## config.mk

```make
export PLATFORM = sky130hd
export DESIGN_NAME = ypa_front
export DESIGN_NICKNAME = d
export VERILOG_FILES = /design/src/sv/assert_macros.svh /design/src/sv/ypa_pkg.sv /design/src/sv/ypa_front.sv
export SDC_FILE = /design/constraint.sdc
export NUM_CORES = 1
export LEC_CHECK = 0
export BUFFER_PORTS_ARGS = -buffer_cell sky130_fd_sc_hd__buf_4
export CAP_MARGIN = 20
export CORE_MARGIN = 3
export CORE_UTILIZATION = 40
export DETAILED_ROUTE_END_ITERATION = 16
export HOLD_SLACK_MARGIN = 0.05
export PLACE_DENSITY = 0.71
export SLEW_MARGIN = 10
export SYNTH_ARGS = -nofsm -noshare
export SYNTH_HDL_FRONTEND = slang
export SYNTH_SLANG_ARGS = --single-unit
```

## constraint.sdc

```tcl
create_clock -name clk -period 10.6 [get_ports clk]
set_input_delay 0.53 -clock clk [delete_from_list [all_inputs] [get_ports clk]]
set_output_delay 0.53 -clock clk [all_outputs]
set_load 0.02 [all_outputs]
```

## src/sv/assert_macros.svh

```systemverilog
// ---------------------------------------------------------------------------
// assert_macros
// Assertion macros for the RTL of the core.
// ---------------------------------------------------------------------------
`ifndef ASSERT_MACROS_SVH
`define ASSERT_MACROS_SVH

// Checked only outside reset.
`define YPA_ASSERT(lbl, prop, msg) \
  lbl: assert property (@(posedge clk) disable iff (!rst_n) prop) else $error(msg);

// Checked at every edge, reset included.
`define YPA_ASSERT_ALWAYS(lbl, prop, msg) \
  lbl: assert property (@(posedge clk) prop) else $error(msg);

`endif

```

## src/sv/ypa_pkg.sv

```systemverilog
// ---------------------------------------------------------------------------
// ypa_pkg
// Types, constants and tables of the Yukawa potential accumulator.
// ---------------------------------------------------------------------------
package ypa_pkg;

  localparam int COORD_WIDTH   = 32;
  localparam int DECAY_WIDTH   = 24;
  localparam int SUM_WIDTH     = 64;
  localparam int FRAC_BITS_DEF = 16;
  localparam int KAPPA_FRAC    = 16;
  localparam int EXP_FRAC      = 30;
  localparam int EXP_TERMS     = 16;
  localparam int QUEUE_DEPTH   = 2;
  localparam int MAG_WIDTH     = COORD_WIDTH;
  localparam int ROOT_WIDTH    = COORD_WIDTH + 1;
  localparam int MUL_WIDTH     = 34;
  localparam int RECIP_SHIFT   = 34;

  typedef struct packed {
    logic signed [COORD_WIDTH-1:0] target_x;
    logic signed [COORD_WIDTH-1:0] target_y;
    logic signed [COORD_WIDTH-1:0] target_z;
    logic signed [COORD_WIDTH-1:0] source_x;
    logic signed [COORD_WIDTH-1:0] source_y;
    logic signed [COORD_WIDTH-1:0] source_z;
    logic signed [COORD_WIDTH-1:0] source_weight;
    logic                          skip_source;
    logic                          first_source;
    logic                          last_source;
  } item_t;

  typedef struct packed {
    logic signed [SUM_WIDTH-1:0] potential;
    logic                        saturated;
  } result_t;

  typedef struct packed {
    logic [MAG_WIDTH-1:0]          dmag_x;
    logic [MAG_WIDTH-1:0]          dmag_y;
    logic [MAG_WIDTH-1:0]          dmag_z;
    logic signed [COORD_WIDTH-1:0] weight;
    logic                          skip;
    logic                          first;
    logic                          last;
  } cmd_t;

  typedef struct packed {
    logic empty;
    logic full;
  } qstat_t;

  typedef enum logic [4:0] {
    B_IDLE,
    B_SQ,
    B_SQ_ACC,
    B_SQRT,
    B_RCHK,
    B_KMUL,
    B_KCHK,
    B_SER_MUL,
    B_SER_DIV,
    B_SER_ADD,
    B_SER_END,
    B_POW_MUL,
    B_POW_RND,
    B_FMUL,
    B_FRND,
    B_DIV,
    B_KRND,
    B_WMUL,
    B_WADD,
    B_EMIT
  } back_state_t;

  // ceil(2^34 / n): x / n == (x * recip) >> 34 for x <= 2^30, n in 2..16
  function automatic logic [MUL_WIDTH-1:0] recip_lut(input logic [4:0] n);
    logic [MUL_WIDTH-1:0] r;
    unique case (n)
      5'd2:    r = 34'd8589934592;
      5'd3:    r = 34'd5726623062;
      5'd4:    r = 34'd4294967296;
      5'd5:    r = 34'd3435973837;
      5'd6:    r = 34'd2863311531;
      5'd7:    r = 34'd2454267027;
      5'd8:    r = 34'd2147483648;
      5'd9:    r = 34'd1908874354;
      5'd10:   r = 34'd1717986919;
      5'd11:   r = 34'd1561806290;
      5'd12:   r = 34'd1431655766;
      5'd13:   r = 34'd1321528399;
      5'd14:   r = 34'd1227133514;
      5'd15:   r = 34'd1145324613;
      5'd16:   r = 34'd1073741824;
      default: r = '0;
    endcase
    return r;
  endfunction

endpackage

```

## src/sv/ypa_front.sv

```systemverilog
// ---------------------------------------------------------------------------
// ypa_front
// Latches the target and turns each item into a distance command.
// ---------------------------------------------------------------------------
module ypa_front import ypa_pkg::*; (
  input  logic  clk,
  input  logic  rst_n,
  input  item_t in_item,
  input  logic  accept,
  output cmd_t  cmd
);

  logic signed [COORD_WIDTH-1:0] tgt_x_r, tgt_y_r, tgt_z_r;
  logic signed [COORD_WIDTH-1:0] tx, ty, tz;
  logic signed [COORD_WIDTH:0]   dx, dy, dz;

  always_ff @(posedge clk) begin
    if (!rst_n) begin
      tgt_x_r <= '0;
      tgt_y_r <= '0;
      tgt_z_r <= '0;
    end else if (accept && in_item.first_source) begin
      tgt_x_r <= in_item.target_x;
      tgt_y_r <= in_item.target_y;
      tgt_z_r <= in_item.target_z;
    end
  end

  // a first item measures against its own target
  assign tx = in_item.first_source ? in_item.target_x : tgt_x_r;
  assign ty = in_item.first_source ? in_item.target_y : tgt_y_r;
  assign tz = in_item.first_source ? in_item.target_z : tgt_z_r;

  assign dx = {tx[COORD_WIDTH-1], tx} - {in_item.source_x[COORD_WIDTH-1], in_item.source_x};
  assign dy = {ty[COORD_WIDTH-1], ty} - {in_item.source_y[COORD_WIDTH-1], in_item.source_y};
  assign dz = {tz[COORD_WIDTH-1], tz} - {in_item.source_z[COORD_WIDTH-1], in_item.source_z};

  always_comb begin
    cmd.dmag_x = dx[COORD_WIDTH] ? MAG_WIDTH'(-dx) : MAG_WIDTH'(dx);
    cmd.dmag_y = dy[COORD_WIDTH] ? MAG_WIDTH'(-dy) : MAG_WIDTH'(dy);
    cmd.dmag_z = dz[COORD_WIDTH] ? MAG_WIDTH'(-dz) : MAG_WIDTH'(dz);
    cmd.weight = in_item.source_weight;
    cmd.skip   = in_item.skip_source;
    cmd.first  = in_item.first_source;
    cmd.last   = in_item.last_source;
  end

endmodule

```

* Word-level counts from Yosys, hierarchy flattened
Cells that the tools add are included.
** Cells by class
- $add $sub $neg :: 6
- Muxes and demuxes :: 6
- Reductions and logical operators :: 1
** Operator list (count)
- 2-to-1 mux 32 bit :: 6
- subtractor 32 x 32 -> 33 bit :: 3
- negator 32 bit :: 3
- logical AND 1 bit :: 1
** Word-level totals
- Register bits :: 96
- Input port bits :: 230
- Output and inout bits :: 131
- Logic and storage cells :: 16

* Depth between registers and ports, before layout
- Word-level depth :: 4
- Depth in mapped cells :: 19

* Least setup slack after synthesis
No wires, ideal clock.
- Path kind :: in2out
- From :: in in_item[1] (netlist bit)
- To :: out cmd[61] (netlist bit)
- Data arrival time :: 5.138 ns
- Data required time :: 10.070 ns
- Setup slack :: 4.932 ns
- Stages on the path :: 16
- Cells stage by stage :: clkbuf_1 > clkbuf_1 > buf_1 > mux2i_1 > ha_1 > inv_1 > fa_1 > a21o_1 > a221o_1 > xor2_1 > or4b_4 > or4_4 > or3_4 > nor2_4 > a31oi_1 > xnor2_1
** RTL lines
- start, declared :: line ypa_front.sv:8 : input item_t in_item,
- end, declared :: line ypa_front.sv:10 : output cmd_t cmd

==> impl_metrics.json <==
{
  "yosysWarningCount": 0,
  "portBuffers": 292,
  "crit_fanout": 64,
  "synth_area_um2": 13300,
  "worstSetupEndpointType": "primary output",
  "finalNonFillerCells": 2456,
  "critical-path-slowest-cell": "buf_4",
  "layout_common_cells": "nand2_1 (308), buf_4 (296), inv_1 (128)",
  "synth_xor_area_frac": 0.0981,
  "antenna_found_initial": 2,
  "relSlewSlack": 0.327,
  "viasPerCell": 5.57,
  "routedWlPerCell_um": 17.3,
  "avgSynthCellArea_um2": 7.31,
  "seqCellArea_um2": 1920,
  "post_cts_resized": 0,
  "fmax_mhz": 156,
  "overflow": 0,
  "crit_path_start_kind": "input pin",
  "powerDensity_nw_per_um2": 133,
  "clockBufferDepth": 2,
  "die-width_um": 188,
  "syn_nets": 2154,
  "slowest_delay_ns": 0.78,
  "pin_count": 361,
  "intPower_w": 0.00113,
  "synth_top_family_by_area": "compound AO/OA/AOI/OAI gates",
  "power_frac_seq": 0.183,
  "async_flop_share": 0,
  "critical_path_class": "input pin to primary output",
  "tightestPinTransition_ns": 1.01,
  "p_comb_frac": 0.644,
  "fin_skew_ns": 0,
  "place_inst": 2438,
  "cts_tree": "done",
  "insertion_delay_ns": 0.36,
  "cts-root-buf": "clkbuf_16",
  "postCtsHoldBufs": 0,
  "grt_pass1_wl_mm": 68.1,
  "synth_compound_area_frac": 0.278,
  "first_global_vias": 13200,
  "antenna_left": 0,
  "cp_data_arrival_time_ns": 5.88,
  "area_delta_synth_final_pct": 19.0,
  "post-route-period-util": 0.604,
  "synthFlopType": "dfxtp_1",
  "synth.top_cell.area_share": 0.144,
  "grt_max_degree": 97,
  "synthAdderAreaFrac": 0.100,
  "synth-seq-cells": 96,
  "synth-simple-area-share": 0.212,
  "core_area_um2": 32600,
  "hold_violations": 0,
  "cp_cell_sequence": "buf_4, buf_4, mux2_2, ha_1, nor2b_1, o31a_1, o21ai_0, a21boi_0, xor2_1, nor4_2, nand4_1, nor3b_2, a41oi_1, xor2_1, buf_4",
  "drcViolationCount": 0,
  "detail_route.first_pass.iterations": 5,
  "hold_class": "input pin to register",
  "cp_data_required_time_ns": 10.07,
  "drive_gt1_frac": 0.232,
  "rsz0062_at_grt": "false",
  "cp_num_buf_inv": 3,
  "p_sw_w": 0.000972,
  "final_common_cell": "nand2_1",
  "status": "completed",
  "initial_utilization": 0.408,
  "grtUsageTotal": 0.230,
  "crit_family": "simple AND/OR/NAND/NOR gates",
  "fillers": 3335,
  "synth-seq-area-share": 0.144,
  "row_count": 66,
  "yosysUniqueCellTypes": 100,
  "swShare": 0.463,
  "place.gp.congestion": 0.936,
  "final.setup.tns_ns": 0,
  "numCtsBuffers": 9,
  "first_iter_violations": 1029,
  "h-tree-depth": 3,
  "die-area_um2": 35500,
  "p_clk_frac": 0.173,
  "dp.final_hpwl_mm": 33.7,
  "dieHeight_um": 188,
  "finalSetupViolations": 0,
  "muxShareOfSynthArea": 0.0858,
  "final_net_count": 2342,
  "synth_cells": 1819,
  "rrSetupSlack_ns": 9.94,
  "clock_sinks": 96,
  "synth-edff-count": 0,
  "synth.area.top_cells": "dfxtp_1 (14%), ha_1 (9.6%), nand2_1 (8.7%)",
  "post_cts_buffers": 0,
  "wl_mm": 42.4,
  "drv_cap": 0,
  "synth_top_area_cell": "dfxtp_1",
  "multiInputGateArea_um2": 10300,
  "fin_crit_ns": 6.41,
  "vias": 13700,
  "drv_slew": 0,
  "clkTransAtPathRegs_ns": 0.08,
  "vdd_drop_max_v": 0.0000803,
  "crit_top_cell": "buf_4",
  "leakage_nw": 7.08
}
## metal layers
layer	track usage	vias to the layer above	wire length (um)
li1	-	6785	-
met1	0.301	6416	19200
met2	0.394	410	20100
met3	0.0292	69	2060
met4	0.0745	0	1020
met5	0	-	0
## worst reg2reg max path: cells and delay by family, from the launching register on
family,cells,cell delay (ns)
AO/OA/AOI/OAI,1,0.18
AND/OR/NAND/NOR,1,0.05
flip-flops,1,0.35
## Yosys cell counts (all sizes together) (9+ instances only)
master    n
or3      14
a21oi   123
inv     128
o21a     19
nor2b    12
and2     17
nor3     23
or2      12
and3     14
a31oi    19
nor4      9
xnor2   101
clkbuf   65
a211oi   15
mux2     96
buf      55
nand4    23
ha      102
a21boi  106
xor2     48
o31ai    21
nor2     84
o21bai   11
a21o     46
dfxtp    96
o211ai   10
nand2   309
nand3    21
o21ai    78
## per-stage QoR
step / worst slack [ns] / utilization / instance area [um2] / power, W / hold slack [ns]
2_1_floorplan: 4.93 / - / 13300 / 0.00128 / 0.441
3_3_place_gp: 4.39 / 0.475 / 15500 / 0.00172 / 0.450
3_5_place_dp: 4.26 / 0.476 / 15500 / 0.00174 / 0.457
4_1_cts: 4.26 / 0.485 / 15800 / 0.00211 / 0.408
5_1_grt: 3.85 / 0.485 / 15800 / 0.00223 / 0.419
6_report: 4.19 / 0.485 / 15800 / 0.00210 / 0.421
## power by group through the flow
| stage | Clock, W | Sequential, W | Combinational (W) |
|---|---|---|---|
| floorplan | 0 | 0.000391 | 0.000893 |
| global placement | 0 | 0.000392 | 0.00133 |
| detailed placement | 0 | 0.000393 | 0.00134 |
| CTS | 0.000377 | 0.000384 | 0.00135 |
| global route | 0.000390 | 0.000387 | 0.00146 |
| finish | 0.000363 | 0.000385 | 0.00135 |
## cells by family (layout without fill, tap and decap cells)
group / after synthesis / after routing
AOI/OAI and AO/OA: 530 / 530
and+or+nand+nor: 589 / 589
buffers and inverters: 248 / 441
muxes: 102 / 102
xor gates and xnor gates: 149 / 149
DFF: 96 / 96
other: 0 / 2
adders and majority gates: 105 / 105
## path summary, 6_finish.rpt
path                                    from  depth (start not counted)          end
worst max register to register   tgt_z_r[31]                          2  tgt_z_r[31]
worst min-delay path            in_item[217]                          3  tgt_x_r[22]
worst max-delay path              in_item[1]                         15      cmd[95]
worst min register to register    tgt_z_r[1]                          2   tgt_z_r[1]
## cell type report
class | instances | share of cell area
diodes | 2 | 0.000316
clock buffers | 9 | 0.0142
clock inverters | 7 | 0.00553
inverters | 128 | 0.0303
multi-input cells | 1475 | 0.651
flip-flops and latches | 96 | 0.121
well taps | 442 | 0.0349
repair buffers | 297 | 0.142
## flip-flops by register name, indices dropped and copies added, names as in the netlist
| signal | flops |
|---|---|
| tgt_x_r | 32 |
| tgt_y_r | 32 |
| tgt_z_r | 32 |
Power figures use the tool's default switching activity.
