$ cat config.mk
export PLATFORM = sky130hd
export DESIGN_NAME = ypa_queue
export DESIGN_NICKNAME = d
export VERILOG_FILES = /design/src/sv/assert_macros.svh /design/src/sv/ypa_pkg.sv /design/src/sv/ypa_queue.sv
export SDC_FILE = /design/constraint.sdc
export NUM_CORES = 1
export LEC_CHECK = 0
export BUFFER_PORTS_ARGS = -buffer_cell sky130_fd_sc_hd__buf_2
export CORE_MARGIN = 5
export CORE_UTILIZATION = 40
export DETAILED_ROUTE_END_ITERATION = 8
export GPL_TIMING_DRIVEN = 0
export HOLD_SLACK_MARGIN = 0.03
export PLACE_DENSITY = 0.61
export SLEW_MARGIN = 20
export SYNTH_ARGS = -nofsm -noshare
export SYNTH_HDL_FRONTEND = slang
export SYNTH_SLANG_ARGS = --single-unit
$ cat constraint.sdc
create_clock -name clk -period 10.7 [get_ports clk]
set_input_delay 2.14 -clock clk [delete_from_list [all_inputs] [get_ports clk]]
set_output_delay 2.14 -clock clk [all_outputs]
set_load 0.01 [all_outputs]
$ cat src/sv/assert_macros.svh
// ---------------------------------------------------------------------------
// assert_macros
// Assertion macros for the RTL of the core.
// ---------------------------------------------------------------------------
`ifndef ASSERT_MACROS_SVH
`define ASSERT_MACROS_SVH

// Checked only outside reset.
`define YPA_ASSERT(lbl, prop, msg) \
  lbl: assert property (@(posedge clk) disable iff (!rst_n) prop) else $error(msg);

// Checked at every edge, reset included.
`define YPA_ASSERT_ALWAYS(lbl, prop, msg) \
  lbl: assert property (@(posedge clk) prop) else $error(msg);

`endif

$ cat src/sv/ypa_pkg.sv
// ---------------------------------------------------------------------------
// ypa_pkg
// Types, constants and tables of the Yukawa potential accumulator.
// ---------------------------------------------------------------------------
package ypa_pkg;

  localparam int COORD_WIDTH   = 32;
  localparam int DECAY_WIDTH   = 24;
  localparam int SUM_WIDTH     = 64;
  localparam int FRAC_BITS_DEF = 16;
  localparam int KAPPA_FRAC    = 16;
  localparam int EXP_FRAC      = 30;
  localparam int EXP_TERMS     = 16;
  localparam int QUEUE_DEPTH   = 2;
  localparam int MAG_WIDTH     = COORD_WIDTH;
  localparam int ROOT_WIDTH    = COORD_WIDTH + 1;
  localparam int MUL_WIDTH     = 34;
  localparam int RECIP_SHIFT   = 34;

  typedef struct packed {
    logic signed [COORD_WIDTH-1:0] target_x;
    logic signed [COORD_WIDTH-1:0] target_y;
    logic signed [COORD_WIDTH-1:0] target_z;
    logic signed [COORD_WIDTH-1:0] source_x;
    logic signed [COORD_WIDTH-1:0] source_y;
    logic signed [COORD_WIDTH-1:0] source_z;
    logic signed [COORD_WIDTH-1:0] source_weight;
    logic                          skip_source;
    logic                          first_source;
    logic                          last_source;
  } item_t;

  typedef struct packed {
    logic signed [SUM_WIDTH-1:0] potential;
    logic                        saturated;
  } result_t;

  typedef struct packed {
    logic [MAG_WIDTH-1:0]          dmag_x;
    logic [MAG_WIDTH-1:0]          dmag_y;
    logic [MAG_WIDTH-1:0]          dmag_z;
    logic signed [COORD_WIDTH-1:0] weight;
    logic                          skip;
    logic                          first;
    logic                          last;
  } cmd_t;

  typedef struct packed {
    logic empty;
    logic full;
  } qstat_t;

  typedef enum logic [4:0] {
    B_IDLE,
    B_SQ,
    B_SQ_ACC,
    B_SQRT,
    B_RCHK,
    B_KMUL,
    B_KCHK,
    B_SER_MUL,
    B_SER_DIV,
    B_SER_ADD,
    B_SER_END,
    B_POW_MUL,
    B_POW_RND,
    B_FMUL,
    B_FRND,
    B_DIV,
    B_KRND,
    B_WMUL,
    B_WADD,
    B_EMIT
  } back_state_t;

  // ceil(2^34 / n): x / n == (x * recip) >> 34 for x <= 2^30, n in 2..16
  function automatic logic [MUL_WIDTH-1:0] recip_lut(input logic [4:0] n);
    logic [MUL_WIDTH-1:0] r;
    unique case (n)
      5'd2:    r = 34'd8589934592;
      5'd3:    r = 34'd5726623062;
      5'd4:    r = 34'd4294967296;
      5'd5:    r = 34'd3435973837;
      5'd6:    r = 34'd2863311531;
      5'd7:    r = 34'd2454267027;
      5'd8:    r = 34'd2147483648;
      5'd9:    r = 34'd1908874354;
      5'd10:   r = 34'd1717986919;
      5'd11:   r = 34'd1561806290;
      5'd12:   r = 34'd1431655766;
      5'd13:   r = 34'd1321528399;
      5'd14:   r = 34'd1227133514;
      5'd15:   r = 34'd1145324613;
      5'd16:   r = 34'd1073741824;
      default: r = '0;
    endcase
    return r;
  endfunction

endpackage

$ cat src/sv/ypa_queue.sv
// ---------------------------------------------------------------------------
// ypa_queue
// Short command queue between the front and the back.
// ---------------------------------------------------------------------------
module ypa_queue import ypa_pkg::*; (
  input  logic   clk,
  input  logic   rst_n,
  input  logic   wr_en,
  input  cmd_t   wr_cmd,
  input  logic   rd_en,
  output cmd_t   rd_cmd,
  output qstat_t stat
);

  localparam int PTR_W = $clog2(QUEUE_DEPTH);
  localparam int CNT_W = $clog2(QUEUE_DEPTH + 1);

  cmd_t             mem_r [QUEUE_DEPTH];
  logic [PTR_W-1:0] wr_ptr_r, rd_ptr_r;
  logic [CNT_W-1:0] cnt_r;

  always_ff @(posedge clk) begin
    if (wr_en) begin
      mem_r[wr_ptr_r] <= wr_cmd;
    end
  end

  always_ff @(posedge clk) begin
    if (!rst_n) begin
      wr_ptr_r <= '0;
      rd_ptr_r <= '0;
      cnt_r    <= '0;
    end else begin
      if (wr_en) begin
        wr_ptr_r <= wr_ptr_r + PTR_W'(1);
      end
      if (rd_en) begin
        rd_ptr_r <= rd_ptr_r + PTR_W'(1);
      end
      if (wr_en && !rd_en) begin
        cnt_r <= cnt_r + CNT_W'(1);
      end else if (rd_en && !wr_en) begin
        cnt_r <= cnt_r - CNT_W'(1);
      end
    end
  end

  assign rd_cmd     = mem_r[rd_ptr_r];
  assign stat.empty = (cnt_r == '0);
  assign stat.full  = (cnt_r == CNT_W'(QUEUE_DEPTH));

endmodule

**Word level (Yosys, flattened, before mapping)**

Memories as Yosys holds them, arrays and structs flattened. A register that Yosys moved wholly into a read port is not among the register bits.
Index checks and enable logic that the tools add are counted.

- Output and inout port bits: 133
- Register bits after elaboration: 4
- Logic and storage cells: 21
- Bits in writable memories: 262
- Input bits: 135
- Memories kept: 1

- Add/sub/neg operators: 4
- Equal/unequal tests: 1
- Reduce and logical (&&, ||, !) cells: 6
- Muxes and demuxes: 6

Memories:

| memory | words | bits a word | read ports | clocked after memory_dff | wr ports | line | RTL |
|---|---|---|---|---|---|---|---|
| mem_r | 2 | 131 | 1 | 1 | 1 | ypa_queue.sv:18 | `cmd_t mem_r [QUEUE_DEPTH];` |

Operators by type and width:

| cell | count |
|---|---|
| $mux 1 | 4 |
| $mux 2 | 2 |
| $add 1x1->1 const B | 2 |
| $add 2x1->2 const B | 1 |
| $eq 2x2->1 const B | 1 |
| $logic_and 1x1->1 | 2 |
| $logic_not 1->1 | 2 |
| $logic_not 2->1 | 1 |
| $reduce_bool 2->1 | 1 |
| $sub 2x1->2 const B | 1 |

**Longest topological paths before layout**

- Depth in word-level cells: 4
- Gate-level depth with buffers: 5
- Mapped depth without buffers: 5

**Worst setup path before layout**

Ideal clock, no wire load.

- Kind: input to register
- Start point: input wr_en
- End point: memory mem_r[0][0] in the netlist's numbering (enable)
- Buffers on the path: 0
- Data arrival time: 7.847 ns
- Setup time: 0.639 ns
- Stages on the path: 1
- Slack: 2.214 ns
- Data required time: 10.061 ns
- Cells stage by stage: nor2b_1

- Longest elaborated chain between the ends: 2

Ends and longest elaborated chain:

| what | line | RTL |
|---|---|---|
| start: declaration | ypa_queue.sv:8 | `input logic wr_en,` |
| $mux 1 | ypa_queue.sv:23 | `if (wr_en) begin` |
| $mux 1 (not written as such) | ypa_queue.sv:24 | `mem_r[wr_ptr_r] <= wr_cmd;` |
| end: declaration | ypa_queue.sv:18 |  |

No other way between the ends.

==> results.md <==
* Status: finished, final reports clean
* Crit path capture type: primary output
* Cell depth of the worst setup path at 5
* Antenna-violating nets left at 0
* Syn_nets at 566
* Row count at 58
* Worst Clk Skew at 0.0194 ns
* 1st-pass router iterations at 4
* Leading area contributor after synthesis: edfxtp_1
* Synth top area share at 0.783
* DR vias at 5,011
* Routability Congestion at 0.722
* Vias in the first global route at 5,456
* Sequential fraction of the synthesis area at 0.793
* Share of total power in the clock network at 0.354
* TritonCTS Sinks at 267
* IO Port Bufs at 267
* Later-pin clock latency in the skew report at 0.53 ns
* Worst Path Required at 8.56 ns
* Clock buffer depth at 3
* Sw Ratio at 0.216
* Fin crit share at 0.371
* Via-to-Cell Ratio at 4.62
* Crit-path cells: buf_6 -> buf_8 -> buf_6 -> mux2_4 -> buf_2
* Die Area at 0.0284 mm^2
* Clock tree from TritonCTS: built
* Logic pwr share at 0.120
* Max VDD drop at 0.156 mV
* Worst-path clk slew at 0.06 ns
* Post-cts hold buffer count at 0
* Synthesis-to-layout area growth at 27.1%
* Hold WS at 0.554 ns
* Starting Density at 0.402
* Crit path buf inv count at 4
* Capturing point of the worst reg2reg path: mem_r[0][64]$_DFFE_PP_
* Internal power at 1.82 mW
* Max cap viols at 0
* Ant diodes at 0
* Crit-path most repeated cell: buf_6
* Setup crit start kind: register
* First-pass GRT wire length at 29,900 um
* Hold Path Stages at 2
* PD cells at 182 mW/mm^2
* Layout cells sized above 1 at 0.607
* P_leak at 5.00 nW
* Final slew viol count at 0
* Avg WL per Cell at 18.0 um
* Initial antenna violation count at 3
* Area of the mapped netlist at 0.0100 mm^2
* Routed wire length at 19,500 um
* CP top delay family: buffers and inverters
* Slew margin rel. at 0.640
* Crit-path max FO at 10
* CP max stage delay at 0.32 ns
* Gate Count Post-Synth at 430
* Buffer count from post-CTS setup fixing at 0
* Avg Inst Size Synth at 23.4 um^2
* Total GRT Usage at 0.132
* Seq pwr share at 0.526
* Reg-to-reg setup timing slack at 8.94 ns
* DRC at 0
* R2R cell count at 4
* Util after Layout at 0.512
* Psw at 0.502 mW
* Clk root buf: clkbuf_16
* Synth unique cells at 19
* Number of synthesized register bits at 267
* Minimum clock period at 3.97 ns
* Setup CP Type: reg -> out
* Hpwl dp at 14,100 um
* GR Overflow Total at 0
* RR Startpoint: wr_ptr_r$_SDFFE_PN0P_
* IO Count at 268
* Area contributors post-synth: edfxtp_1, mux2_4, mux2_2
* Die X at 168 um
* FMAX at 0.252 GHz
* Setup_tns at 0 ns
* Least-Margin Pin Slew at 0.539 ns
* WP data arrival at 1.83 ns
* Synth Warn # at 0
* CP Capture Point: rd_cmd[30]
* H-tree Lvls at 1
* Core area at 0.0250 mm^2
* Largest net degree at the start of global routing at 40
* Final setup fails at 0
* Starting DRT DRC Count at 229
* Final hold viol count at 0
* Die Height at 168 um
* # nets final at 871
* CTS buffer count at 27
* Tightest Hold Check Type: reg -> reg
* RSZ-0062 raised after global routing: false
* Post-cts resize count at 0
* Worst path slowest cell: dfxtp_1
==> cells in the mapped netlist <==
| cell type | count |
|---|---|
| edfxtp_1 | 262 |
| mux2_4 | 90 |
| mux2_2 | 41 |
| buf_6 | 10 |
| dfxtp_1 | 5 |
| and2_1 | 4 |
| buf_2 | 4 |
| nor2b_1 | 2 |
| xor2_1 | 2 |
| a21boi_0 | 1 |
| and2b_1 | 1 |
| buf_8 | 1 |
| ha_1 | 1 |
| inv_1 | 1 |
| nor2_1 | 1 |
| o21a_1 | 1 |
| o21ai_0 | 1 |
| or3_1 | 1 |
| xnor2_1 | 1 |
==> power groups by stage <==
stage	sequential, mW	combinational, mW	clock [mW]
after floorplan	1.25	0.163	0
after global placement	1.26	0.266	0
after detailed placement	1.24	0.284	0
after CTS	1.22	0.285	0.852
after global routing	1.23	0.299	0.895
final	1.22	0.278	0.822
==> metal layers <==
metal / track usage / up-vias / part of all wire
li1: - / 2320 / -
met1: 0.156 / 2476 / 0.39
met2: 0.234 / 173 / 0.51
met3: 0.0446 / 36 / 0.082
met4: 0.0314 / 6 / 0.023
met5: 0 / - / 0.0020
==> registers in the layout, indices dropped and copies added (netlist names), named ones only <==
register,count
mem_r,262
rd_ptr_r,1
cnt_r,2
wr_ptr_r,1
==> kinds of logic after synthesis <==
family,Yosys count,synth area share
flops,267,0.793
mux,131,0.180
buf+inv,16,0.0151
simple gates,9,0.00548
compound gates,3,0.00199
xor+xnor,3,0.00262
fa+ha+maj,1,0.00125
==> stage by stage <==
step                setup slack [ns]  instance area [um^2]  power [mW]  cells
floorplan                       2.21                 10000        1.41    430
global placement              -0.989                 11800        1.52   1027
detailed placement              6.96                 12000        1.53   1036
CTS                             6.67                 12800        2.36   1084
global route                    6.61                 12800        2.42   1084
finish                          6.73                 12800        2.32   1084
==> worst register-to-register path, cell delays in order (launching register included) <==
cell and delay (ns):
dfxtp_1 0.34, nor2b_4 0.46, buf_16 0.24, buf_16 0.19, buf_16 0.20
==> worst min path at each step <==
stage | startpoint | to
after floorplan | cnt_r[1]$_SDFFE_PN0P_ | cnt_r[1]$_SDFFE_PN0P_
after global placement | cnt_r[1]$_SDFFE_PN0P_ | cnt_r[1]$_SDFFE_PN0P_
after detailed placement | cnt_r[1]$_SDFFE_PN0P_ | cnt_r[1]$_SDFFE_PN0P_
after CTS | cnt_r[1]$_SDFFE_PN0P_ | cnt_r[1]$_SDFFE_PN0P_
after global routing | cnt_r[1]$_SDFFE_PN0P_ | cnt_r[1]$_SDFFE_PN0P_
final | cnt_r[1]$_SDFFE_PN0P_ | cnt_r[1]$_SDFFE_PN0P_
==> cell type report <==
class                           instances  area, um^2
Buffer                                 15         148
Clock buffer                           41         728
Clock inverter                          7        38.8
Fill cell                            2080       12200
Inverter                                1        3.75
Multi-Input combinational cell        147        1940
Sequential cell                       267        7970
Tap cell                              330         413
Timing Repair Buffer                  276        1530
==> cells in the final DEF, fill, tap and decap left out, drive strengths merged <==
master / instances
clkinv: 6
ha: 1
and2b: 1
buf: 291
xor2: 2
and2: 4
edfxtp: 262
dfxtp: 5
xnor2: 1
inv: 2
o21ai: 1
a21boi: 1
clkbuf: 41
mux2: 131
or3: 1
o21a: 1
nor2: 1
nor2b: 2
Note: power is estimated with default switching activity, not from simulation.
