**src/sv/assert_macros.svh**
```systemverilog
// ---------------------------------------------------------------------------
// assert_macros
// Assertion macros for the RTL of the core.
// ---------------------------------------------------------------------------
`ifndef ASSERT_MACROS_SVH
`define ASSERT_MACROS_SVH

// Checked only outside reset.
`define YPA_ASSERT(lbl, prop, msg) \
  lbl: assert property (@(posedge clk) disable iff (!rst_n) prop) else $error(msg);

// Checked at every edge, reset included.
`define YPA_ASSERT_ALWAYS(lbl, prop, msg) \
  lbl: assert property (@(posedge clk) prop) else $error(msg);

`endif

```
**src/sv/ypa_pkg.sv**
```systemverilog
// ---------------------------------------------------------------------------
// ypa_pkg
// Types, constants and tables of the Yukawa potential accumulator.
// ---------------------------------------------------------------------------
package ypa_pkg;

  localparam int COORD_WIDTH   = 32;
  localparam int DECAY_WIDTH   = 24;
  localparam int SUM_WIDTH     = 64;
  localparam int FRAC_BITS_DEF = 16;
  localparam int KAPPA_FRAC    = 16;
  localparam int EXP_FRAC      = 30;
  localparam int EXP_TERMS     = 16;
  localparam int QUEUE_DEPTH   = 2;
  localparam int MAG_WIDTH     = COORD_WIDTH;
  localparam int ROOT_WIDTH    = COORD_WIDTH + 1;
  localparam int MUL_WIDTH     = 34;
  localparam int RECIP_SHIFT   = 34;

  typedef struct packed {
    logic signed [COORD_WIDTH-1:0] target_x;
    logic signed [COORD_WIDTH-1:0] target_y;
    logic signed [COORD_WIDTH-1:0] target_z;
    logic signed [COORD_WIDTH-1:0] source_x;
    logic signed [COORD_WIDTH-1:0] source_y;
    logic signed [COORD_WIDTH-1:0] source_z;
    logic signed [COORD_WIDTH-1:0] source_weight;
    logic                          skip_source;
    logic                          first_source;
    logic                          last_source;
  } item_t;

  typedef struct packed {
    logic signed [SUM_WIDTH-1:0] potential;
    logic                        saturated;
  } result_t;

  typedef struct packed {
    logic [MAG_WIDTH-1:0]          dmag_x;
    logic [MAG_WIDTH-1:0]          dmag_y;
    logic [MAG_WIDTH-1:0]          dmag_z;
    logic signed [COORD_WIDTH-1:0] weight;
    logic                          skip;
    logic                          first;
    logic                          last;
  } cmd_t;

  typedef struct packed {
    logic empty;
    logic full;
  } qstat_t;

  typedef enum logic [4:0] {
    B_IDLE,
    B_SQ,
    B_SQ_ACC,
    B_SQRT,
    B_RCHK,
    B_KMUL,
    B_KCHK,
    B_SER_MUL,
    B_SER_DIV,
    B_SER_ADD,
    B_SER_END,
    B_POW_MUL,
    B_POW_RND,
    B_FMUL,
    B_FRND,
    B_DIV,
    B_KRND,
    B_WMUL,
    B_WADD,
    B_EMIT
  } back_state_t;

  // ceil(2^34 / n): x / n == (x * recip) >> 34 for x <= 2^30, n in 2..16
  function automatic logic [MUL_WIDTH-1:0] recip_lut(input logic [4:0] n);
    logic [MUL_WIDTH-1:0] r;
    unique case (n)
      5'd2:    r = 34'd8589934592;
      5'd3:    r = 34'd5726623062;
      5'd4:    r = 34'd4294967296;
      5'd5:    r = 34'd3435973837;
      5'd6:    r = 34'd2863311531;
      5'd7:    r = 34'd2454267027;
      5'd8:    r = 34'd2147483648;
      5'd9:    r = 34'd1908874354;
      5'd10:   r = 34'd1717986919;
      5'd11:   r = 34'd1561806290;
      5'd12:   r = 34'd1431655766;
      5'd13:   r = 34'd1321528399;
      5'd14:   r = 34'd1227133514;
      5'd15:   r = 34'd1145324613;
      5'd16:   r = 34'd1073741824;
      default: r = '0;
    endcase
    return r;
  endfunction

endpackage

```
**src/sv/ypa_back.sv**
```systemverilog
// ---------------------------------------------------------------------------
// ypa_back
// Sequencer that evaluates one kernel term on a shared multiplier and sums.
// ---------------------------------------------------------------------------
module ypa_back import ypa_pkg::*; #(
  parameter int FRAC_BITS = FRAC_BITS_DEF
) (
  input  logic                   clk,
  input  logic                   rst_n,
  input  logic [DECAY_WIDTH-1:0] decay_rate,
  input  qstat_t                 q_stat,
  input  cmd_t                   q_cmd,
  output logic                   q_pop,
  input  logic                   res_pop,
  output result_t                res,
  output logic                   res_valid,
  output logic                   res_emit
);

  localparam int PROD_W   = 2 * MUL_WIDTH;
  localparam int RAD_W    = 2 * ROOT_WIDTH;
  localparam int SQ_W     = 2 * MAG_WIDTH;
  localparam int KPROD_W  = DECAY_WIDTH + ROOT_WIDTH;
  localparam int A_W      = EXP_FRAC + 5;
  localparam int E_W      = EXP_FRAC + 1;
  localparam int SER_W    = EXP_FRAC + 4;
  localparam int DIV_W    = E_W + FRAC_BITS;
  localparam int KER_W    = COORD_WIDTH - 1;
  localparam int CNT_W    = $clog2(DIV_W + 1);
  localparam int A_SUM    = FRAC_BITS + KAPPA_FRAC;
  localparam int A_SHR    = (A_SUM >= EXP_FRAC) ? A_SUM - EXP_FRAC : 0;
  localparam int A_SHL    = (A_SUM >= EXP_FRAC) ? 0 : EXP_FRAC - A_SUM;
  localparam int WP_W     = 2 * COORD_WIDTH - 1;

  localparam logic [KPROD_W-1:0] EXP_LIM  = KPROD_W'(1) << (21 + FRAC_BITS);
  localparam logic [E_W-1:0]     EXP_ONE  = E_W'(1) << EXP_FRAC;
  localparam logic [KER_W-1:0]   KMAX     = '1;
  localparam logic [PROD_W-1:0]  QHALF    = PROD_W'(1) << (EXP_FRAC - 1);
  localparam logic [DIV_W:0]     KHALF    = (DIV_W + 1)'(1) << (EXP_FRAC - 1 - FRAC_BITS);
  localparam logic [SUM_WIDTH-1:0] WHALF  = SUM_WIDTH'(1) << (FRAC_BITS - 1);
  localparam logic signed [SUM_WIDTH-1:0] SUM_MAX = {1'b0, {(SUM_WIDTH-1){1'b1}}};
  localparam logic signed [SUM_WIDTH-1:0] SUM_MIN = {1'b1, {(SUM_WIDTH-1){1'b0}}};

  back_state_t state_r, state_nxt;
  cmd_t        cmd_r;

  logic signed [SUM_WIDTH-1:0] sum_r;
  logic                        sat_r;
  result_t                     res_r;
  logic                        res_valid_r;

  logic [PROD_W-1:0]     prod_r;
  logic [MUL_WIDTH-1:0]  mul_a, mul_b;
  logic [RAD_W-1:0]      rad_r;
  logic [ROOT_WIDTH:0]   rem_r;
  logic [ROOT_WIDTH-1:0] root_r;
  logic [CNT_W-1:0]      cnt_r;
  logic [4:0]            nexp_r;
  logic [EXP_FRAC-1:0]   frac_r;
  logic [E_W-1:0]        f_r, term_r, e1_r, s_r, e_r;
  logic signed [SER_W-1:0] ser_r;
  logic [4:0]            n_r;
  logic                  sel_r;
  logic [DIV_W-1:0]      num_r;
  logic [ROOT_WIDTH-1:0] drem_r;
  logic [KER_W-1:0]      kern_r;

  logic                   slot_free;
  logic [COORD_WIDTH-1:0] wmag;
  logic [MAG_WIDTH-1:0]   sq_op;
  logic [E_W-1:0]         ser_x, ser_t, qround, clamped;
  logic [ROOT_WIDTH+2:0]  rem_sh;
  logic [ROOT_WIDTH+2:0]  trial;
  logic [ROOT_WIDTH:0]    drem_sh;
  logic [KPROD_W-1:0]     kp;
  logic [KPROD_W+7:0]     a_wide;
  logic [PROD_W-1:0]      qsum;
  logic [DIV_W:0]         kq;
  logic [SUM_WIDTH-1:0]   wp, tl;
  logic signed [SUM_WIDTH-1:0] term;
  logic signed [SUM_WIDTH:0]   sum_x;

  assign slot_free = !res_valid_r || res_pop;
  assign wmag      = cmd_r.weight[COORD_WIDTH-1] ? COORD_WIDTH'(-cmd_r.weight)
                                                  : COORD_WIDTH'(cmd_r.weight);

  always_comb begin
    unique case (cnt_r[1:0])
      2'd0:    sq_op = cmd_r.dmag_x;
      2'd1:    sq_op = cmd_r.dmag_y;
      default: sq_op = cmd_r.dmag_z;
    endcase
  end

  // datapath taps
  assign ser_x   = prod_r[EXP_FRAC +: E_W];
  assign ser_t   = prod_r[RECIP_SHIFT +: E_W];
  assign qsum    = prod_r + QHALF;
  assign qround  = qsum[EXP_FRAC +: E_W];
  assign rem_sh  = {rem_r, rad_r[RAD_W-1 -: 2]};
  assign trial   = {1'b0, root_r, 2'b01};
  assign drem_sh = {drem_r, num_r[DIV_W-1]};
  assign kp      = prod_r[KPROD_W-1:0];
  assign a_wide  = ({8'b0, kp} >> A_SHR) << A_SHL;
  assign kq      = ({1'b0, num_r} + KHALF) >> (EXP_FRAC - FRAC_BITS);
  assign wp      = {1'b0, prod_r[WP_W-1:0]} + WHALF;
  assign tl      = wp >> FRAC_BITS;
  assign term    = cmd_r.weight[COORD_WIDTH-1] ? -$signed(tl) : $signed(tl);
  assign sum_x   = {sum_r[SUM_WIDTH-1], sum_r} + {term[SUM_WIDTH-1], term};

  always_comb begin
    if (ser_r < 0) begin
      clamped = '0;
    end else if (ser_r > $signed({{(SER_W-E_W){1'b0}}, EXP_ONE})) begin
      clamped = EXP_ONE;
    end else begin
      clamped = ser_r[E_W-1:0];
    end
  end

  // next state
  always_comb begin
    state_nxt = state_r;
    unique case (state_r)
      B_IDLE: begin
        if (!q_stat.empty) begin
          state_nxt = q_cmd.skip ? B_EMIT : B_SQ;
        end
      end
      B_SQ:      state_nxt = B_SQ_ACC;
      B_SQ_ACC:  state_nxt = (cnt_r == CNT_W'(2)) ? B_SQRT : B_SQ;
      B_SQRT:    state_nxt = (cnt_r == CNT_W'(ROOT_WIDTH - 1)) ? B_RCHK : B_SQRT;
      B_RCHK:    state_nxt = (root_r == '0) ? B_WMUL : B_KMUL;
      B_KMUL:    state_nxt = B_KCHK;
      B_KCHK:    state_nxt = (kp >= EXP_LIM) ? B_WMUL : B_SER_MUL;
      B_SER_MUL: state_nxt = B_SER_DIV;
      B_SER_DIV: state_nxt = (n_r == 5'd1) ? B_SER_MUL : B_SER_ADD;
      B_SER_ADD: state_nxt = (n_r == 5'(EXP_TERMS)) ? B_SER_END : B_SER_MUL;
      B_SER_END: begin
        if (!sel_r) begin
          state_nxt = B_SER_MUL;
        end else begin
          state_nxt = (nexp_r == '0) ? B_FMUL : B_POW_MUL;
        end
      end
      B_POW_MUL: state_nxt = B_POW_RND;
      B_POW_RND: state_nxt = (cnt_r == CNT_W'(1)) ? B_FMUL : B_POW_MUL;
      B_FMUL:    state_nxt = B_FRND;
      B_FRND:    state_nxt = B_DIV;
      B_DIV:     state_nxt = (cnt_r == CNT_W'(DIV_W - 1)) ? B_KRND : B_DIV;
      B_KRND:    state_nxt = B_WMUL;
      B_WMUL:    state_nxt = B_WADD;
      B_WADD:    state_nxt = B_EMIT;
      B_EMIT: begin
        if (!cmd_r.last || slot_free) begin
          state_nxt = B_IDLE;
        end
      end
      default:   state_nxt = B_IDLE;
    endcase
  end

  // outputs: multiplier operands and handshakes
  always_comb begin
    mul_a    = '0;
    mul_b    = '0;
    q_pop    = 1'b0;
    res_emit = 1'b0;
    unique case (state_r)
      B_IDLE:    q_pop = !q_stat.empty;
      B_SQ: begin
        mul_a = MUL_WIDTH'(sq_op);
        mul_b = MUL_WIDTH'(sq_op);
      end
      B_KMUL: begin
        mul_a = MUL_WIDTH'(decay_rate);
        mul_b = MUL_WIDTH'(root_r);
      end
      B_SER_MUL: begin
        mul_a = MUL_WIDTH'(term_r);
        mul_b = MUL_WIDTH'(f_r);
      end
      B_SER_DIV: begin
        mul_a = MUL_WIDTH'(ser_x);
        mul_b = recip_lut(n_r);
      end
      B_POW_MUL: begin
        mul_a = MUL_WIDTH'(e_r);
        mul_b = MUL_WIDTH'(e1_r);
      end
      B_FMUL: begin
        mul_a = MUL_WIDTH'(e_r);
        mul_b = MUL_WIDTH'(s_r);
      end
      B_WMUL: begin
        mul_a = MUL_WIDTH'(wmag);
        mul_b = MUL_WIDTH'(kern_r);
      end
      B_EMIT:    res_emit = cmd_r.last && slot_free;
      default: begin
        mul_a = '0;
      end
    endcase
  end

  always_ff @(posedge clk) begin
    prod_r <= mul_a * mul_b;
  end

  always_ff @(posedge clk) begin
    if (!rst_n) begin
      state_r     <= B_IDLE;
      sum_r       <= '0;
      sat_r       <= 1'b0;
      res_valid_r <= 1'b0;
    end else begin
      state_r <= state_nxt;
      if (res_emit) begin
        res_valid_r <= 1'b1;
      end else if (res_pop) begin
        res_valid_r <= 1'b0;
      end
      if (q_pop && q_cmd.first) begin
        sum_r <= '0;
        sat_r <= 1'b0;
      end
      if (state_r == B_RCHK && root_r == '0) begin
        sat_r <= 1'b1;
      end
      if (state_r == B_KRND && kq > (DIV_W + 1)'(KMAX)) begin
        sat_r <= 1'b1;
      end
      if (state_r == B_WADD) begin
        if (sum_x[SUM_WIDTH] != sum_x[SUM_WIDTH-1]) begin
          sum_r <= term[SUM_WIDTH-1] ? SUM_MIN : SUM_MAX;
          sat_r <= 1'b1;
        end else begin
          sum_r <= sum_x[SUM_WIDTH-1:0];
        end
      end
    end
  end

  always_ff @(posedge clk) begin
    if (res_emit) begin
      res_r.potential <= sum_r;
      res_r.saturated <= sat_r;
    end
    unique case (state_r)
      B_IDLE: begin
        if (q_pop) begin
          cmd_r <= q_cmd;
        end
        rad_r <= '0;
        cnt_r <= '0;
      end
      B_SQ_ACC: begin
        rad_r <= rad_r + RAD_W'(prod_r[SQ_W-1:0]);
        if (cnt_r == CNT_W'(2)) begin
          cnt_r  <= '0;
          rem_r  <= '0;
          root_r <= '0;
        end else begin
          cnt_r <= cnt_r + CNT_W'(1);
        end
      end
      B_SQRT: begin
        if (rem_sh >= trial) begin
          rem_r  <= (ROOT_WIDTH + 1)'(rem_sh - trial);
          root_r <= {root_r[ROOT_WIDTH-2:0], 1'b1};
        end else begin
          rem_r  <= rem_sh[ROOT_WIDTH:0];
          root_r <= {root_r[ROOT_WIDTH-2:0], 1'b0};
        end
        rad_r <= rad_r << 2;
        cnt_r <= cnt_r + CNT_W'(1);
      end
      B_RCHK: begin
        if (root_r == '0) begin
          kern_r <= KMAX;
        end
      end
      B_KCHK: begin
        // exponent of 32 or more: exponential is taken as zero
        kern_r <= '0;
        nexp_r <= a_wide[EXP_FRAC +: 5];
        frac_r <= a_wide[EXP_FRAC-1:0];
        sel_r  <= 1'b0;
        f_r    <= EXP_ONE;
        term_r <= EXP_ONE;
        ser_r  <= SER_W'(EXP_ONE);
        n_r    <= 5'd1;
      end
      B_SER_DIV: begin
        if (n_r == 5'd1) begin
          term_r <= ser_x;
          ser_r  <= ser_r - $signed(SER_W'(ser_x));
          n_r    <= n_r + 5'd1;
        end
      end
      B_SER_ADD: begin
        term_r <= ser_t;
        if (n_r[0]) begin
          ser_r <= ser_r - $signed(SER_W'(ser_t));
        end else begin
          ser_r <= ser_r + $signed(SER_W'(ser_t));
        end
        n_r <= n_r + 5'd1;
      end
      B_SER_END: begin
        if (!sel_r) begin
          e1_r   <= clamped;
          sel_r  <= 1'b1;
          f_r    <= {1'b0, frac_r};
          term_r <= EXP_ONE;
          ser_r  <= SER_W'(EXP_ONE);
          n_r    <= 5'd1;
        end else begin
          s_r   <= clamped;
          e_r   <= EXP_ONE;
          cnt_r <= CNT_W'(nexp_r);
        end
      end
      B_POW_RND: begin
        e_r   <= qround;
        cnt_r <= cnt_r - CNT_W'(1);
      end
      B_FRND: begin
        num_r  <= {qround, {FRAC_BITS{1'b0}}};
        drem_r <= '0;
        cnt_r  <= '0;
      end
      B_DIV: begin
        if (drem_sh >= {1'b0, root_r}) begin
          drem_r <= ROOT_WIDTH'(drem_sh - {1'b0, root_r});
          num_r  <= {num_r[DIV_W-2:0], 1'b1};
        end else begin
          drem_r <= drem_sh[ROOT_WIDTH-1:0];
          num_r  <= {num_r[DIV_W-2:0], 1'b0};
        end
        cnt_r <= cnt_r + CNT_W'(1);
      end
      B_KRND: begin
        kern_r <= (kq > (DIV_W + 1)'(KMAX)) ? KMAX : kq[KER_W-1:0];
      end
      default: begin
        cnt_r <= cnt_r;
      end
    endcase
  end

  assign res       = res_r;
  assign res_valid = res_valid_r;

endmodule
```
**config.mk**
```make
export PLATFORM = sky130hd
export DESIGN_NAME = ypa_back
export DESIGN_NICKNAME = d
export VERILOG_FILES = /design/src/sv/assert_macros.svh /design/src/sv/ypa_pkg.sv /design/src/sv/ypa_back.sv
export SDC_FILE = /design/constraint.sdc
export NUM_CORES = 2
export LEC_CHECK = 0
export BUFFER_PORTS_ARGS = -buffer_cell sky130_fd_sc_hd__buf_2
export CORE_UTILIZATION = 45
export CTS_CLUSTER_SIZE = 10
export DETAILED_ROUTE_END_ITERATION = 16
export GPL_TIMING_DRIVEN = 0
export PLACE_DENSITY_LB_ADDON = 0.25
export SLEW_MARGIN = 30
export SYNTH_ARGS = -nofsm -noshare
export SYNTH_HDL_FRONTEND = slang
export SYNTH_SLANG_ARGS = --single-unit
export TNS_END_PERCENT = 50
```
**constraint.sdc**
```tcl
create_clock -name clk -period 51.2 [get_ports clk]
set_input_delay 0 -clock clk [delete_from_list [all_inputs] [get_ports clk]]
set_output_delay 0 -clock clk [all_outputs]
set_load 0.02 [all_outputs]
```
After elaboration in Yosys (flattened, before gate mapping). Memories as Yosys holds them, arrays and structs flattened. A register that Yosys moved wholly into a read port is not among the register bits. Index checks and enable logic that the tools add are counted.

Bits in registers: 810. ROM bits: 1088. Bits of input ports: 160. Output and inout bits: 68. Logic and storage cells: 190. Memories kept: 1.

Memories: (no name shown) (depth 32, bits a word 34, rd ports 1, clocked after Yosys merged registers in 1, wr ports 0, RTL line ypa_pkg.sv:79) `unique case (n)`.

Add/sub/neg operators: 15. Multipliers: 1. $lt $le $gt $ge: 6. Equality and inequality tests: 34. Mux-type cells: 67. Bitwise gates (word level): 1. Reductions and logical operators: 36.

Operators with widths (number): $mux 64 (5); $mux 31 (8); $pmux 34 s7 (1); $pmux 66 s3 (1); $pmux 32 s6 (1); $mux 34 (5); $pmux 34 s4 (1); $pmux 33 s2 (2); $pmux 31 s2 (2); $pmux 31 s4 (1); $pmux 5 s20 (1); $pmux 47 s2 (1); $pmux 31 s3 (1); $pmux 34 s2 (1); $sub 34x32->34 (2); $add 66x64->66 (1); $mux 33 (2); $add 64x64->65 (1); $mul 32x34->65 (1); $add 63x16->64 const B (1); $neg 48->64 (1); $pmux 32 s2 (1); $add 61x30->61 const B (1); $ge 57x38->1 const B (1); 49 further kinds (117).

Logic depth before layout (Yosys ltp).
Word-level depth: 8. Gate-level depth with buffers: 41.

Least setup slack after synthesis. OpenSTA, ideal clock, no wires.

Path kind: flip-flop to flip-flop. From: register state_r[4]. To: register sum_r[44]. Setup time: 0.129 ns. Arrival time: 17.238 ns. Required time: 51.071 ns. Setup slack: 33.834 ns. Stages on the path, launching flop included: 12. Path buffers: 4. Clock period less this slack: 17.366 ns. Path through: dfxtp_1 clkbuf_1 inv_1 clkbuf_1 nand2_1 nor4_1 a21oi_1 and2_1 clkbuf_1 clkbuf_1 nand2_1 o21ai_0.

Cells in the longest elaborated chain, start to end: 4. Elaborated cells on any way between the ends: 6. Those cells by class: eq/ne (1); mux (2); reduce/logical (3).

RTL lines: from (decl) (RTL line ypa_back.sv:44) `back_state_t state_r, state_nxt;`; from (signal assigned) (RTL line ypa_back.sv:217) `state_r <= state_nxt;`; $logic_not 5->1 (RTL line ypa_back.sv:169) `unique case (state_r)`; $mux 1 (RTL line ypa_back.sv:169); named net q_pop (RTL line ypa_back.sv:13) `output logic q_pop,`; $logic_and 1x1->1 (RTL line ypa_back.sv:223) `if (q_pop && q_cmd.first) begin`; $reduce_bool 2->1 (no source line); to (signal assigned) (RTL line ypa_back.sv:235) `sum_r <= term[SUM_WIDTH-1] ? SUM_MIN : SUM_MAX;`; to (signal assigned) (RTL line ypa_back.sv:238) `sum_r <= sum_x[SUM_WIDTH-1:0];`; to (decl) (RTL line ypa_back.sv:47) `logic signed [SUM_WIDTH-1:0] sum_r;`.

The timed path passes the listed nets, and every way through them passes these cells. A chain may end at the register's enable or synchronous reset.

Worst setup path after layout.
From: register cnt_r[0]. To: register prod_r[64].

Cells in the longest elaborated chain, start to end: 4. Elaborated cells on any way between the ends: 6. Those cells by class: mul (1); eq/ne (1); mux (3); reduce/logical (1).

RTL lines: from (decl) (RTL line ypa_back.sv:57) `logic [CNT_W-1:0] cnt_r;`; from (signal assigned) (RTL line ypa_back.sv:264) `cnt_r <= cnt_r + CNT_W'(1);`; from (signal assigned) (RTL line ypa_back.sv:276) `cnt_r <= cnt_r + CNT_W'(1);`; from (signal assigned) (RTL line ypa_back.sv:321) `cnt_r <= CNT_W'(nexp_r);`; $eq 2x1->1 or $logic_not 2->1 (tied branches) (RTL line ypa_back.sv:88) `unique case (cnt_r[1:0])`; $pmux 32 s2 (*) (RTL line ypa_back.sv:88); $pmux 34 s7 or $pmux 32 s6 (tied branches) (RTL line ypa_back.sv:169); $mul 32x34->65 (*) (RTL line ypa_back.sv:207) `prod_r <= mul_a * mul_b;`; to (signal assigned) (RTL line ypa_back.sv:207); to (decl) (RTL line ypa_back.sv:52) `logic [PROD_W-1:0] prod_r;`.

Mark *: on every way between the ends. The rest lies on a longest branch, timed or not.

==> results.py <==
metrics = {
    "floorplan": {
        "die_h_um": 434,
        "dieArea_um2": 188000,
        "ioPinCount": 228,
        "rows": 158,
        "core_area_um2": 185000,
        "die_w_um": 434,
        "initial_core_util": 0.453,
    },
    "drt": {
        "dr_wl_met3_um": 40700,
        "postRouteAntennaNets": 0,
        "wl_met1_um": 142000,
        "dr_wl_met2_um": 152000,
        "drtPass1Iterations": 7,
        "wl_per_cell_um": 29.2,
        "totalWireLength_um": 362000,
        "drt_first_iter_violations": 8429,
        "via_per_inst": 5.90,
        "via_count": 73024,
        "topRoutingLayerUsed": "met5",
        "drc": 0,
    },
    "global_route": {
        "grt.overflow.total": 0,
        "grt.total_usage": 0.384,
        "grt_pass1_wl_um": 514000,
        "grt_antenna_before_repair": 25,
        "grt_pass1_vias": 72221,
        "grt_max_degree": 57,
    },
    "layout": {
        "nNetsFinal": 11431,
        "n_fill_cell": 17257,
        "stdcell_area_um2": 95700,
        "final_common_cell": "nand2_1",
        "drive_gt1_frac": 0.0662,
        "layout_common_cells": "nand2_1, inv_1, fa_1, nor2_1, edfxtp_1",
        "area_growth_pct": 13.9,
        "final_cells": 12385,
    },
    "cts": {
        "cts_tree": "built",
        "cts_sinks": 834,
        "ctsHtreeMaxLevel": 3,
        "cts_resized": 0,
        "root_buffer": "clkbuf_16",
        "path_clk_slew_ns": 0.06,
        "numCtsBuffers": 103,
        "clk_latency_ns": 0.78,
        "max-clock-path-buffers": 3,
    },
    "worst_setup_path": {
        "timing.critical_path.mode_cell": "fa_1",
        "arrival_ns": 14.61,
        "r2r_slack_ns": 37.20,
        "slowest_delay_ns": 0.84,
        "crit_slowest_cell": "a21oi_1",
        "crit_fanout": 10,
        "required_ns": 51.81,
        "cp-end-kind": "flip-flop",
        "path_class": "reg -> reg",
        "start_kind": "flip-flop",
    },
    "sta": {
        "fin_crit_sh": 0.273,
        "rsz0062_at_grt": "false",
        "setup_tns_ns": 0,
        "slew_headroom": 0.242,
        "max_freq_ghz": 0.0714,
        "setup_viol": 0,
        "slew_viol_final": 0,
        "hold_ws_ns": 0.0323,
        "fin_worst_skew_ns": 0.0760,
        "post-route-min-period_ns": 14.00,
        "tightest_slew_ns": 1.14,
        "hold_viol_final": 0,
    },
    "place": {
        "place_area_um2": 89700,
        "dp.cells": 11916,
        "dp_hpwl_um": 292000,
        "place.gp.congestion": 1.06,
        "port_buffers": 226,
    },
    "synthesis": {
        "async_flop_share": 0,
        "ys_ff_latch": 834,
        "synth_cell_type_count": 99,
        "synth_flop_cell": "edfxtp_1",
        "yosysSeqAreaShare": 0.279,
        "syn_area_per_cell_um2": 9.21,
        "syn_area_um2": 84000,
        "synthCells": 9120,
        "syn_nets": 10749,
        "ys_warn_count": 0,
        "synth_edf_count": 674,
    },
    "outcome": {
        "status": "complete, no violations",
    },
    "power_and_ir_drop": {
        "vdd_drop_max_uv": 51.8,
        "total_power_mw": 5.75,
        "power_leakage_nw": 42.3,
        "p_per_area_nw_per_um2": 60.1,
    },
    "run": {
        "drv_cap": 0,
    },
    "hold_path": {
        "hold_class": "in -> reg",
    },
}
==> synth_stat cells (all sizes together), types with 62 or more instances <==
cell type / n / area [µm²]
ha: 510 / 6380
a22oi: 104 / 781
and2: 142 / 890
a21o: 179 / 1340
nand3: 140 / 718
fa: 959 / 19200
nand4: 73 / 493
xor2: 182 / 1590
mux2i: 62 / 621
buf: 66 / 367
inv: 1233 / 4630
nand2: 1321 / 4960
dfxtp: 160 / 3200
a21oi: 468 / 2340
o21ai: 390 / 1950
nor3: 117 / 591
xnor2: 286 / 2520
edfxtp: 674 / 20200
and3: 114 / 713
clkbuf: 412 / 1550
nor2: 736 / 2780
==> worst max-delay path: cells and delay by family (launching register included) <==
kind	cells	cell delay (ns)
AO/OA/AOI/OAI	11	3.46
XOR/XNOR	1	0.15
adder cells (fa/ha/maj)	10	5.04
buffers and inverters	10	2.53
flip-flops	1	0.48
AND/OR/NAND/NOR	6	2.12
==> worst paths after layout <==
kind,from,cells past startpoint,to
setup / recovery,cnt_r[0]$_DFFE_PP_,38,prod_r[64]$_DFF_P_
hold / removal,q_cmd[7],2,cmd_r[7]$_DFFE_PP_
setup reg to reg,cnt_r[0]$_DFFE_PP_,38,prod_r[64]$_DFF_P_
hold reg to reg,prod_r[8]$_DFF_P_,0,frac_r[6]$_DFFE_PP_
==> layout make-up <==
cell class | count | area [µm²] | area share
repair buffers | 577 | 4690 | 0.0490
diodes | 12 | 30.0 | 0.000314
inverters | 1233 | 4630 | 0.0484
flip-flops and latches | 834 | 23400 | 0.245
clock buffers | 174 | 3030 | 0.0317
multi-input cells | 6575 | 54500 | 0.570
plain buffers | 478 | 1960 | 0.0204
well taps | 2480 | 3100 | 0.0324
clock inverters | 22 | 287 | 0.00299
==> flip-flops by register name (all words and copies together), names as in the netlist, 5 cells and up, named ones only <==
name	count
cmd_r	129
rad_r	66
prod_r	65
res	65
sum_r	64
num_r	47
rem_r	34
ser_r	34
drem_r	33
root_r	33
e1_r	31
e_r	31
f_r	31
kern_r	31
s_r	31
term_r	31
frac_r	30
cnt_r	6
n_r	5
nexp_r	5
state_r	5
==> where the power goes <==
| part | switching, mW | internal, mW | total [mW] |
|---|---|---|---|
| Clock | 0.316 | 0.418 | 0.734 |
| Combinational | 2.78 | 1.19 | 3.97 |
| Sequential | 0.144 | 0.907 | 1.05 |
==> kinds of logic after synthesis <==
| logic type | after synthesis | synth area share |
|---|---|---|
| other | 1 | 0.0000446 |
| and+or+nand+nor | 2886 | 0.153 |
| xor gates and xnor gates | 468 | 0.0490 |
| adders and majority gates | 1469 | 0.304 |
| muxes | 66 | 0.00792 |
| AOI/OAI and AO/OA | 1685 | 0.129 |
| DFF | 834 | 0.279 |
| buffers and inverters | 1711 | 0.0779 |
==> what timing repair did <==
| item | CTS | global route |
|---|---|---|
| buffers inserted | 0 | 0 |
| endpoints found under the hold margin | 175 | 0 |
| hold buffers | 260 | 0 |
==> metrics by stage <==
step	util	setup slack, ns
floorplan	-	33.83
global placement	0.476	19.87
detailed placement	0.484	37.28
CTS	0.516	37.24
global route	0.516	36.76
finish	0.516	37.20
==> routing by layer <==
layer  up-vias  global-route usage
li1      31750                   -
met1     36185               0.501
met2      4211               0.565
met3       864               0.105
met4        14               0.235
met5         -                   0
No activity file was read; power rests on OpenSTA's default activity.
